## src/rtl/mtf_pkg.sv

```systemverilog
// Package for the move-to-front search list: list capacity, derived widths,
// transfer payload types, result status codes and controller command type.
// No dependencies.
`default_nettype none

package mtf_pkg;

    localparam int DEPTH = 16;
    localparam int PTR_W = (DEPTH > 1) ? $clog2(DEPTH) : 1;
    localparam int CNT_W = $clog2(DEPTH + 1);

    typedef enum logic [2:0] {
        ST_APPENDED  = 3'd0,
        ST_FULL      = 3'd1,
        ST_FOUND     = 3'd2,
        ST_NOT_FOUND = 3'd3,
        ST_ZERO      = 3'd4
    } status_t;

    typedef enum logic {
        MODE_APPEND = 1'b0,
        MODE_SEARCH = 1'b1
    } mode_t;

    typedef struct packed {
        mode_t              mode;
        logic signed [31:0] value;
    } item_t;

    typedef struct packed {
        status_t    status;
        logic [3:0] position;
        logic [4:0] count;
    } result_t;

    typedef struct packed {
        logic load_item;
        logic commit;
    } ctl_cmd_t;

endpackage

`default_nettype wire

```

## src/rtl/move_to_front_search_list_top.sv

```systemverilog
// Top level of the move-to-front search list: controller plus datapath.
// Sequence: an item is captured in S_IDLE and executed in S_EXEC, where its
// result is registered on commit; commit waits while a result is stalled.
// Items: a new item stalls until the current one commits in the S_EXEC step
// in which the row of entry cells compares, shifts and updates the count.
// Reset: entry count zero and no result pending; entry contents are undefined.
// Depends on mtf_pkg, mtf_ctrl and mtf_datapath.
`default_nettype none

module move_to_front_search_list_top (
    input  wire logic             clk,
    input  wire logic             rst_n,
    input  wire logic             item_valid,
    output logic                  item_stall,
    input  wire mtf_pkg::item_t   item,
    output logic                  result_valid,
    input  wire logic             result_stall,
    output mtf_pkg::result_t      result
);

    mtf_pkg::ctl_cmd_t cmd;

    mtf_ctrl u_ctrl (
        .clk          (clk),
        .rst_n        (rst_n),
        .item_valid   (item_valid),
        .item_stall   (item_stall),
        .result_valid (result_valid),
        .result_stall (result_stall),
        .cmd          (cmd)
    );

    mtf_datapath u_datapath (
        .clk    (clk),
        .rst_n  (rst_n),
        .item   (item),
        .cmd    (cmd),
        .result (result)
    );

endmodule

`default_nettype wire

```

## src/rtl/mtf_ctrl.sv

```systemverilog
// Controller for the move-to-front search list: sequences item capture,
// execution and the result handshake. Depends on mtf_pkg.
`default_nettype none

module mtf_ctrl (
    input  wire logic             clk,
    input  wire logic             rst_n,
    input  wire logic             item_valid,
    output logic                  item_stall,
    output logic                  result_valid,
    input  wire logic             result_stall,
    output mtf_pkg::ctl_cmd_t     cmd
);

    typedef enum logic {
        S_IDLE,
        S_EXEC
    } state_t;

    state_t state_reg;
    state_t state_next;
    logic   result_valid_reg;
    logic   result_valid_next;

    always_comb
    begin
        cmd.load_item = item_valid && (state_reg == S_IDLE);
        cmd.commit    = (state_reg == S_EXEC) && (!result_valid_reg || !result_stall);
        state_next    = state_reg;
        case (state_reg)
            S_IDLE:
            begin
                if (item_valid)
                begin
                    state_next = S_EXEC;
                end
            end
            S_EXEC:
            begin
                if (cmd.commit)
                begin
                    state_next = S_IDLE;
                end
            end
            default:
            begin
                state_next = S_IDLE;
            end
        endcase
        if (cmd.commit)
        begin
            result_valid_next = 1'b1;
        end
        else if (!result_stall)
        begin
            result_valid_next = 1'b0;
        end
        else
        begin
            result_valid_next = result_valid_reg;
        end
    end

    always_ff @(posedge clk or negedge rst_n)
    begin
        if (!rst_n)
        begin
            state_reg        <= S_IDLE;
            result_valid_reg <= 1'b0;
        end
        else
        begin
            state_reg        <= state_next;
            result_valid_reg <= result_valid_next;
        end
    end

    assign item_stall   = (state_reg != S_IDLE);
    assign result_valid = result_valid_reg;

endmodule

`default_nettype wire

```

## src/rtl/mtf_datapath.sv

```systemverilog
// Datapath for the move-to-front search list: item register, the row of
// compare-and-shift entry cells, the entry count and the result register.
// Depends on mtf_pkg.
`default_nettype none

module mtf_datapath (
    input  wire logic              clk,
    input  wire logic              rst_n,
    input  wire mtf_pkg::item_t    item,
    input  wire mtf_pkg::ctl_cmd_t cmd,
    output mtf_pkg::result_t       result
);

    localparam int DEPTH = mtf_pkg::DEPTH;
    localparam int PTR_W = mtf_pkg::PTR_W;
    localparam int CNT_W = mtf_pkg::CNT_W;

    mtf_pkg::item_t   item_reg;
    mtf_pkg::result_t result_reg;
    mtf_pkg::result_t result_next;
    logic [31:0]      entries_reg [DEPTH];
    logic [31:0]      entries_next [DEPTH];
    logic [CNT_W-1:0] count_reg;
    logic [CNT_W-1:0] count_next;

    logic [31:0]      item_bits;
    logic [DEPTH-1:0] match;
    logic             hit;
    logic [PTR_W-1:0] hit_pos;
    logic             is_zero;
    logic             is_full;
    logic             do_append;
    logic             do_move;
    logic [PTR_W+3:0] pos_ext;
    logic [CNT_W+4:0] count_ext;

    always_comb
    begin
        item_bits = $unsigned(item_reg.value);
        for (int i = 0; i < DEPTH; i++)
        begin
            match[i] = (CNT_W'(i) < count_reg) && (entries_reg[i] == item_bits);
        end
        hit     = |match;
        hit_pos = '0;
        for (int i = DEPTH - 1; i >= 0; i--)
        begin
            if (match[i])
            begin
                hit_pos = PTR_W'(i);
            end
        end

        is_zero   = (item_bits == 32'd0);
        is_full   = (count_reg == CNT_W'(DEPTH));
        do_append = !is_zero && (item_reg.mode == mtf_pkg::MODE_APPEND) && !is_full;
        do_move   = !is_zero && (item_reg.mode == mtf_pkg::MODE_SEARCH) && hit;

        for (int i = 0; i < DEPTH; i++)
        begin
            entries_next[i] = entries_reg[i];
            if (do_append && (CNT_W'(i) == count_reg))
            begin
                entries_next[i] = item_bits;
            end
            else if (do_move && (PTR_W'(i) <= hit_pos))
            begin
                entries_next[i] = (i == 0) ? item_bits : entries_reg[(i > 0) ? i - 1 : 0];
            end
        end
        count_next = do_append ? count_reg + CNT_W'(1) : count_reg;

        if (is_zero)
        begin
            result_next.status = mtf_pkg::ST_ZERO;
        end
        else if (item_reg.mode == mtf_pkg::MODE_APPEND)
        begin
            result_next.status = is_full ? mtf_pkg::ST_FULL : mtf_pkg::ST_APPENDED;
        end
        else
        begin
            result_next.status = hit ? mtf_pkg::ST_FOUND : mtf_pkg::ST_NOT_FOUND;
        end
        pos_ext              = (PTR_W + 4)'(do_move ? hit_pos : PTR_W'(0));
        count_ext            = (CNT_W + 5)'(count_next);
        result_next.position = pos_ext[3:0];
        result_next.count    = count_ext[4:0];
    end

    always_ff @(posedge clk or negedge rst_n)
    begin
        if (!rst_n)
        begin
            count_reg <= '0;
        end
        else if (cmd.commit)
        begin
            count_reg <= count_next;
        end
    end

    always_ff @(posedge clk)
    begin
        if (cmd.load_item)
        begin
            item_reg <= item;
        end
        if (cmd.commit)
        begin
            result_reg <= result_next;
            for (int i = 0; i < DEPTH; i++)
            begin
                entries_reg[i] <= entries_next[i];
            end
        end
    end

    assign result = result_reg;

`ifndef ASSERT_OFF
    a_count_bound: assert property (@(posedge clk) disable iff (!rst_n)
        count_reg <= CNT_W'(DEPTH))
        else $error("entry count exceeds capacity");

    a_count_hold: assert property (@(posedge clk) disable iff (!rst_n)
        !cmd.commit |=> $stable(count_reg))
        else $error("entry count changed without a commit");

    a_append_count: assert property (@(posedge clk) disable iff (!rst_n)
        (cmd.commit && (result_next.status == mtf_pkg::ST_APPENDED))
        |=> (count_reg == $past(count_reg) + CNT_W'(1)))
        else $error("append did not advance the entry count");

    a_found_front: assert property (@(posedge clk) disable iff (!rst_n)
        (cmd.commit && (result_next.status == mtf_pkg::ST_FOUND))
        |=> (entries_reg[0] == $past(item_bits)))
        else $error("found entry did not move to the front");
`endif

endmodule

`default_nettype wire
```

## config.mk

```make
export PLATFORM = sky130hd
export DESIGN_NAME = move_to_front_search_list_top
export DESIGN_NICKNAME = d
export VERILOG_FILES = /design/src/rtl/mtf_pkg.sv /design/src/rtl/move_to_front_search_list_top.sv /design/src/rtl/mtf_ctrl.sv /design/src/rtl/mtf_datapath.sv
export SDC_FILE = /design/constraint.sdc
export NUM_CORES = 1
export LEC_CHECK = 0
export BUFFER_PORTS_ARGS = -buffer_cell sky130_fd_sc_hd__buf_2
export CORE_UTILIZATION = 55
export CTS_BUF_LIST = sky130_fd_sc_hd__clkbuf_8
export CTS_CLUSTER_SIZE = 28
export DETAILED_ROUTE_END_ITERATION = 16
export PLACE_DENSITY_LB_ADDON = 0.1
export SLEW_MARGIN = 40
export SYNTH_ARGS = -nofsm -noshare
export SYNTH_HDL_FRONTEND = slang
export SYNTH_SLANG_ARGS = --single-unit
```

## constraint.sdc

```tcl
create_clock -name clk -period 5.36 [get_ports clk]
set_input_delay 0.536 -clock clk [delete_from_list [all_inputs] [get_ports clk]]
set_output_delay 0.536 -clock clk [all_outputs]
set_load 0.02 [all_outputs]
```

==> results of run 1 <==
[per-layer routing]
metal | routed length, µm | track usage [%]
met2 | 47200 | 56.8
met1 | 43400 | 49.6
met4 | 3990 | 13.5
met3 | 7750 | 5.91
met5 | 0 | 0
[repair_timing]
action / CTS / global route
gates resized for setup: 0 / 0
hold buffers: 29 / 0
hold endpoints to repair: 35 / 0
[worst max-delay path by stage]
stage	startpoint	endpoint	slack (ns)	cells past startpoint
CTS	u_datapath.item_bits[1]	u_datapath.entries_reg[0][111]	0.66	15
global placement	u_datapath.item_bits[20]	u_datapath.entries_reg[0][103]	0.57	15
floorplan	u_datapath.item_bits[25]	u_datapath.entries_reg[0][100]	0.27	13
global route	u_datapath.item_bits[1]	u_datapath.entries_reg[0][111]	0.37	15
detailed placement	u_datapath.item_bits[1]	u_datapath.entries_reg[0][101]	0.70	15
finish	u_datapath.item_bits[1]	u_datapath.entries_reg[0][116]	0.57	15
[layout make-up]
cell class	count	share of cell area [%]
clock buffers	97	3.82
clock inverters	75	1.11
diodes	1	0.00715
inverters	15	0.161
flip-flops and latches	564	48.3
repair buffers	199	5.31
multi-input cells	1642	38.6
well taps	748	2.68
[cells by family (layout without fill, tap and decap cells)]
kind of cell / count (synthesis) / after routing
and+or+nand+nor: 569 / 569
xor gates and xnor gates: 516 / 516
adders and majority gates: 3 / 3
muxes: 436 / 436
other: 0 / 1
AOI/OAI and AO/OA: 118 / 118
DFF: 564 / 564
buffers and inverters: 198 / 386
[layout by cell type (no fill, tap or decap), types with 4 or more instances in the layout]
| cell | n |
|---|---|
| clkinv_2 | 15 |
| nand3_1 | 31 |
| a21oi_2 | 5 |
| a21oi_1 | 10 |
| mux2_2 | 435 |
| nor3_1 | 24 |
| or3_1 | 6 |
| nand4_1 | 138 |
| a21oi_4 | 5 |
| nor4_1 | 120 |
| xnor2_1 | 247 |
| nand2_1 | 106 |
| nor3b_1 | 5 |
| buf_6 | 6 |
| nand4b_1 | 5 |
| clkinv_1 | 20 |
| a21o_1 | 5 |
| buf_12 | 30 |
| dfrtp_1 | 7 |
| buf_2 | 50 |
| buf_4 | 83 |
| nor2b_1 | 4 |
| dlygate4sd3_1 | 29 |
| xor2_1 | 268 |
| inv_1 | 47 |
| clkbuf_8 | 97 |
| nand2b_1 | 13 |
| o21ai_0 | 57 |
| or4_1 | 6 |
| nor2_1 | 74 |
| edfxtp_1 | 557 |
[through the flow]
stage	worst slack [ns]	util, %	cells	hold slack [ns]	area (µm²)
floorplan	0.274	-	2404	0.240	31200
global placement	0.571	59.1	3132	0.411	32900
detailed placement	0.704	59.3	3139	0.412	33000
CTS	0.659	62.9	3340	0.0146	35000
global route	0.369	62.9	3341	0.0151	35000
finish	0.566	62.9	3341	0.0591	35000
[power by group]
group	switching, mW	internal (mW)
clock	1.82	1.79
sequential	0.324	5.24
combinational	2.19	1.23
total	4.33	8.26
[worst register-to-register path, delay by kind of cell (launching register included)]
| family | cells | cell delay [ns] |
|---|---|---|
| buffers and inverters | 3 | 0.76 |
| AOI/OAI and AO/OA | 4 | 1.20 |
| and+or+nand+nor | 7 | 1.50 |
| DFF | 1 | 0.80 |
| xor gates and xnor gates | 1 | 0.20 |
==> impl_metrics.json, run 1 <==
{
  "cts_max_level": 3,
  "firstDrtPassIters": 5,
  "rr_worst_depth": 15,
  "wire_per_inst_um": 30.6,
  "layout-drive-gt1-share_pct": 29.2,
  "post-dp-hpwl_um": 72200,
  "slew_violations": 0,
  "yosys_register_bits": 564,
  "power_leakage_nw": 11.8,
  "path_cells": "buf_4 -> xnor2_1 -> nand4_1 -> nor4_1 -> nand4b_1 -> a211oi_1 -> o21bai_1 -> a21boi_0 -> nor2_1 -> nor2_1 -> nand2_1 -> inv_1 -> nand3_1 -> a31oi_4 -> buf_12",
  "worstReg2RegStart": "u_datapath.item_bits[1]",
  "post-cts-setup-buffers": 0,
  "port_buffers": 50,
  "nets": 2556,
  "powerDensity_nw_per_um2": 360,
  "synth_ff_type": "edfxtp_1",
  "grt_max_degree": 37,
  "syn-num-nets": 2444,
  "yosys.area_share.adder_pct": 0.120,
  "first_global_vias": 21100,
  "multi_input_area_um2": 13500,
  "hold_start": "item[29]",
  "path_buf_inv": 3,
  "critPathRequiredTime_ns": 5.74,
  "largest_reg_flops": 512,
  "nFillCells": 4454,
  "r2r_slack_ns": 0.57,
  "grt_overflow": 0,
  "skew_ns": 0.0394,
  "cap_violations": 0,
  "cts_buffer_depth": 3,
  "finalHoldViolCount": 0,
  "ios": 51,
  "syn_inst": 2404,
  "yosysMostFrequentCell": "edfxtp_1",
  "vdd_drop_max_mv": 0.331,
  "yosysTopAreaCellShare_pct": 53.6,
  "synth_xor_area_share_pct": 14.5,
  "drt-total-wl_um": 102000,
  "fp.dieW_um": 240,
  "gp_congestion": 0.983,
  "arrival_ns": 5.18,
  "outcome": "finished, final reports clean",
  "min_period_over_period_pct": 89.4,
  "synthTopCellsByArea": "edfxtp_1 (54%), mux2_2 (16%), xor2_1 (7.5%)",
  "postRouteAntennaNets": 0,
  "syn_to_final_growth_pct": 12.1,
  "crit_top_cell": "nor2_1",
  "numCtsBuffers": 94,
  "worstSetupStartpointType": "flip-flop",
  "max_freq_ghz": 0.209,
  "synth_edf_count": 557,
  "clk_pin_slew_ns": 0.06,
  "drt_iter0_drc": 2102,
  "grt_pass1_wl_um": 147000,
  "maxSlewHeadroom_pct": 43.8,
  "antenna_found_initial": 3,
  "core_area_um2": 55600,
  "synth.largest_area_cell": "edfxtp_1",
  "cts_sinks": 564,
  "start_util_pct": 56.1,
  "r2r_end": "u_datapath.entries_reg[0][116]",
  "clockRootBuffer": "clkbuf_8",
  "drc": 0,
  "synth_mux_area_share_pct": 15.7,
  "synth.distinct_cells": 72,
  "setup_tns_ns": 0,
  "num_rows": 86,
  "synth-compound-area-share_pct": 2.28,
  "synth_area_um2": 31200,
  "hp-class": "primary input to flip-flop",
  "setup_viol": 0,
  "yosysWarnings": 0,
  "synth_top_family_by_area": "multiplexers",
  "rsz0062_at_grt": "no",
  "die_h_um": 240,
  "dieArea_um2": 57700,
  "track_usage_pct": 35.9,
  "cp_max_fo": 32,
  "synthArstFlopShare_pct": 1.24,
  "synth_common_cells": "edfxtp_1 (557), mux2_2 (435), xor2_1 (268)",
  "critPathMaxStageDelay_ns": 0.80,
  "critPathCaptureType": "flip-flop",
  "synth_simple_gate_area_share_pct": 10.1,
  "vias": 21300,
  "ys_seq_area_share_pct": 54.2,
  "synth.avg_cell_area_um2": 13.0,
  "vias_per_cell": 6.36,
  "worst_pin_slew_ns": 0.835,
  "min_path_cells": 1,
  "whs_endpoint": "u_datapath.item_bits[29]",
  "min_period_ns": 4.79,
  "cts_tree": "done",
  "crit_type": "flip-flop to flip-flop",
  "finalPower_mw": 12.6,
  "clk-insertion-delay-late_ns": 0.71,
  "ff_latch_area_um2": 16900,
  "slowest_stage": "edfxtp_1",
  "crit_family": "simple AND/OR/NAND/NOR gates"
}
Power figures use the tool's default switching activity.
==> run 2: changes to the inputs <==
CORE_UTILIZATION = 59   (was 55)
==> run 2 against run 1 <==
Against the previous run: sequential cell count did not move; total power up 0.88%; design area shrank 0.60%; non-clock buffer count is 15 lower; critical path depth fell by 1; register-to-register slack got worse by 0.08 ns; largest power group unchanged; global-route usage is 1.6 points higher; utilization grew 4.2 points; maximum frequency down 1.6%; clock power up 3%.
==> impl_metrics.json, run 2 (synthesis results as in run 1) <==
{
  "hp-class": "primary input to flip-flop",
  "rsz0062_at_grt": "no",
  "antenna_found_initial": 1,
  "fp.dieW_um": 232,
  "cts_resized": 0,
  "clockRootBuffer": "clkbuf_8",
  "cts_sinks": 564,
  "setup_tns_ns": 0,
  "post-dp-hpwl_um": 69300,
  "ios": 51,
  "vias_per_cell": 6.63,
  "die_h_um": 232,
  "fin_ws_ns": 0.488,
  "power_leakage_nw": 11.7,
  "start_util_pct": 60.2,
  "whs_ns": 0.0480,
  "firstDrtPassIters": 5,
  "clk-insertion-delay-late_ns": 0.72,
  "first_global_vias": 21300,
  "max_freq_ghz": 0.205,
  "grt_pass1_wl_um": 144000,
  "cts_buffer_depth": 3,
  "setup_viol": 0,
  "worst_pin_slew_ns": 0.880,
  "wire_per_inst_um": 30.8,
  "gp_congestion": 1.01,
  "cts_max_level": 3,
  "track_usage_pct": 37.4,
  "skew_ns": 0.0372,
  "core_area_um2": 51800,
  "grt_max_degree": 37,
  "nets": 2541,
  "cp_max_fo": 32,
  "dieArea_um2": 53800,
  "drt-total-wl_um": 100000,
  "min_period_over_period_pct": 90.9,
  "finalHoldViolCount": 0,
  "cts_tree": "done",
  "powerDensity_nw_per_um2": 365,
  "arrival_ns": 5.21,
  "layout-drive-gt1-share_pct": 28.9,
  "mostFrequentLayoutCell": "edfxtp_1",
  "crit_type": "flip-flop to flip-flop",
  "outcome": "finished, final reports clean",
  "layout_common_cells": "edfxtp_1 (557), mux2_2 (435), xor2_1 (268)",
  "critPathRequiredTime_ns": 5.70,
  "num_rows": 83,
  "port_buffers": 50,
  "post-place-ws_ns": 0.566,
  "vdd_drop_max_mv": 0.334,
  "post-cts-setup-buffers": 0,
  "worstSetupStartpointType": "flip-flop",
  "clk_pin_slew_ns": 0.06,
  "largest_reg_flops": 512,
  "drt_iter0_drc": 2602,
  "numCtsBuffers": 94,
  "maxSlewHeadroom_pct": 41.3,
  "slew_violations": 0,
  "syn_to_final_growth_pct": 11.4,
  "grt_overflow": 0,
  "cap_violations": 0,
  "vias": 21600,
  "drc": 0,
  "postRouteAntennaNets": 0,
  "r2r_slack_ns": 0.49,
  "critPathCaptureType": "flip-flop",
  "min_period_ns": 4.87
}
run 2: power by group:
group	leakage, nW	switching, mW	internal, mW
sequential	5.12	0.326	5.24
clock	1.01	1.86	1.86
combinational	5.59	2.18	1.23
run 2: per-stage QoR:
stage / power (mW) / area (µm²) / std cells / utilization, %
6_report: 12.7 / 34800 / 3263 / 67.1
5_1_grt: 13.1 / 34800 / 3263 / 67.1
4_1_cts: 12.6 / 34800 / 3262 / 67.1
3_5_place_dp: 8.93 / 32700 / 3057 / 63.1
3_3_place_gp: 8.89 / 32600 / 3053 / 63.0
2_1_floorplan: 7.65 / 31200 / 2404 / -
run 2: final timing paths:
kind	start	to	depth (start not counted)
worst max-delay path	u_datapath.item_bits[9]	u_datapath.entries_reg[0][64]	14
worst min-delay path	item[28]	u_datapath.item_bits[28]	1
min in group asynchronous	rst_n	u_datapath.count_reg[4]	2
max in group asynchronous	rst_n	u_ctrl.item_stall	2
worst max register to register	u_datapath.item_bits[9]	u_datapath.entries_reg[0][64]	14
worst min register to register	u_datapath.entries_reg[0][160]	u_datapath.entries_reg[0][192]	2
run 2: layout make-up:
type	count	area (µm²)
Antenna cell	1	2.50
Clock buffer	95	1310
Clock inverter	82	470
Fill cell	3815	17000
Inverter	15	56.3
Multi-Input combinational cell	1642	13500
Sequential cell	564	16900
Tap cell	680	851
Timing Repair Buffer	184	1690
run 2: metal layers:
layer,GRT usage [%],wire (µm)
met5,0,0
met4,14.7,3950
met3,7.27,9430
met2,57.6,45300
met1,52.4,41800
run 2: repair_timing:
item,4_1_cts,5_1_grt
endpoints found under the setup margin,0,0
hold endpoints to repair,34,0
hold buffers,28,0
run 2: critical path, stage by stage (launching register included):
cell	delay (ns)
edfxtp_1	0.62
buf_4	0.46
xor2_1	0.16
nor4_1	0.29
nand4_1	0.19
nor4_1	0.63
buf_4	0.23
nor2b_1	0.06
and2_1	0.16
or3b_1	0.25
o21ai_0	0.27
and2b_2	0.35
nor2_1	0.12
a31oi_4	0.20
buf_4	0.42
==> run 3: changes to the inputs <==
CAP_MARGIN = 15   (was not set)
PLACE_DENSITY = 0.78   (was not set)
PLACE_DENSITY_LB_ADDON = not set   (was 0.1)
==> run 3 against run 2 <==
Against the previous run: cell count increased by 0.61%; total power decreased by 0.83%; via count increased by 0.37%; maximum frequency increased by 1.3%; setup slack improved by 0.063 ns; clock skew increased by 0.0044 ns; register-to-register slack improved by 0.06 ns; critical path depth increased by 1; sequential share of layout area about the same.
==> impl_metrics.json, run 3 (synthesis results as in run 1) <==
{
  "outcome": "finished, final reports clean",
  "setup_tns_ns": 0,
  "crit_type": "flip-flop to flip-flop",
  "vias_per_cell": 6.61,
  "syn_to_final_growth_pct": 11.5,
  "post-dp-hpwl_um": 68300,
  "post-cts-setup-buffers": 0,
  "cts_resized": 0,
  "grt_pass1_wl_um": 142000,
  "path_cells": "buf_4 -> xnor2_1 -> nand4_1 -> nor3_1 -> nand4b_1 -> a211oi_1 -> o21bai_1 -> a21boi_0 -> nor2_1 -> nor2_1 -> nand2_1 -> inv_1 -> nand3_1 -> a31oi_4 -> buf_4",
  "path_buf_inv": 3,
  "numCtsBuffers": 95,
  "r2r_end": "u_datapath.entries_reg[0][107]",
  "clockRootBuffer": "clkbuf_8",
  "skew_ns": 0.0417,
  "cts_buffer_depth": 3,
  "firstDrtPassIters": 6,
  "instances_no_fill": 3283,
  "rsz0062_at_grt": "no",
  "place_inst": 3074,
  "port_buffers": 50,
  "min_period_over_period_pct": 89.7,
  "cp_max_fo": 32,
  "first_global_vias": 21400,
  "worst_pin_slew_ns": 0.867,
  "fp.dieW_um": 232,
  "drt_iter0_drc": 2706,
  "critPathCaptureType": "flip-flop",
  "cp-startpoint": "u_datapath.item_bits[16]",
  "clk-insertion-delay-late_ns": 0.71,
  "gp_congestion": 0.974,
  "worstSetupStartpointType": "flip-flop",
  "arrival_ns": 5.14,
  "worstReg2RegStart": "u_datapath.item_bits[16]",
  "crit_family": "simple AND/OR/NAND/NOR gates",
  "critPathMaxStageDelay_ns": 0.84,
  "clk_pin_slew_ns": 0.06,
  "fin_ws_ns": 0.551,
  "layout_common_cells": "edfxtp_1 (557), mux2_2 (435), xor2_1 (268)",
  "postCtsHoldBufs": 30,
  "crit_end": "u_datapath.entries_reg[0][107]",
  "dieArea_um2": 53800,
  "min_period_ns": 4.81,
  "cap_violations": 0,
  "num_rows": 83,
  "post-place-ws_ns": 0.714,
  "track_usage_pct": 36.6,
  "largest_reg_flops": 512,
  "cts_sinks": 564,
  "power_leakage_nw": 11.8,
  "antenna_found_initial": 5,
  "powerDensity_nw_per_um2": 362,
  "max_freq_ghz": 0.208,
  "cts_tree": "done",
  "wire_per_inst_um": 30.0,
  "layout-drive-gt1-share_pct": 29.2,
  "setup_viol": 0,
  "vdd_drop_max_mv": 0.337,
  "postRouteAntennaNets": 0,
  "slowest_stage": "edfxtp_1",
  "r2r_slack_ns": 0.55,
  "rr_worst_depth": 15,
  "mostFrequentLayoutCell": "edfxtp_1",
  "maxSlewHeadroom_pct": 41.7,
  "grt_overflow": 0,
  "hp-class": "primary input to flip-flop",
  "cts_max_level": 3,
  "core_area_um2": 51800,
  "start_util_pct": 60.2,
  "nets": 2561,
  "drt-total-wl_um": 98500,
  "grt_max_degree": 37,
  "min_path_cells": 1,
  "slew_violations": 0,
  "finalHoldViolCount": 0,
  "vias": 21700,
  "drc": 0,
  "die_h_um": 232,
  "critPathRequiredTime_ns": 5.69,
  "nFillCells": 3719,
  "crit_cells": 15,
  "ios": 51
}
[run 3: changes by cell type in the layout (fill, tap and decap cells not counted), sizes merged]
cell,change
clkinvlp,-1
buf,+17
inv,+3
bufinv,-2
clkinv,-1
dlygate4sd3,+2
diode,+2
[run 3: final cells by class]
cell class	count	area [µm²]	area share, %
Multi-Input combinational cell	1642	13500	38.7
Inverter	15	56.3	0.162
Clock buffer	95	1310	3.76
Clock inverter	81	438	1.26
Tap cell	680	851	2.45
Antenna cell	3	7.51	0.0216
Timing Repair Buffer	203	1750	5.03
Sequential cell	564	16900	48.6
[run 3: power breakdown]
| part | total [mW] | internal (mW) | switching [mW] |
|---|---|---|---|
| Combinational | 3.44 | 1.23 | 2.21 |
| Sequential | 5.53 | 5.24 | 0.290 |
| Clock | 3.63 | 1.77 | 1.86 |
[run 3: routing by layer]
layer | GRT usage (%) | vias to the layer above | routed length [µm]
met2 | 57.1 | 1336 | 45300
met3 | 8.01 | 258 | 9740
met4 | 13.9 | 2 | 3710
met1 | 50.1 | 10900 | 39700
li1 | - | 9236 | -
met5 | 0 | - | 13
[run 3: worst min-delay path by stage]
stage | slack [ns] | startpoint | end
floorplan | 0.24 | rst_n | u_ctrl.item_stall
global placement | 0.39 | rst_n | u_ctrl.result_valid
detailed placement | 0.39 | rst_n | u_datapath.count_reg[1]
CTS | 0.01 | item[5] | u_datapath.item_bits[5]
global route | 0.01 | item[5] | u_datapath.item_bits[5]
finish | 0.06 | item[5] | u_datapath.item_bits[5]
[run 3: stage by stage]
stage | instance area [µm²] | hold slack, ns | util [%] | total power, mW
2_1_floorplan | 31200 | 0.240 | - | 7.65
3_3_place_gp | 32600 | 0.391 | 63.0 | 8.85
3_5_place_dp | 32700 | 0.388 | 63.2 | 8.91
4_1_cts | 34800 | 0.0145 | 67.1 | 12.5
5_1_grt | 34800 | 0.0128 | 67.1 | 13.0
6_report | 34800 | 0.0551 | 67.1 | 12.6
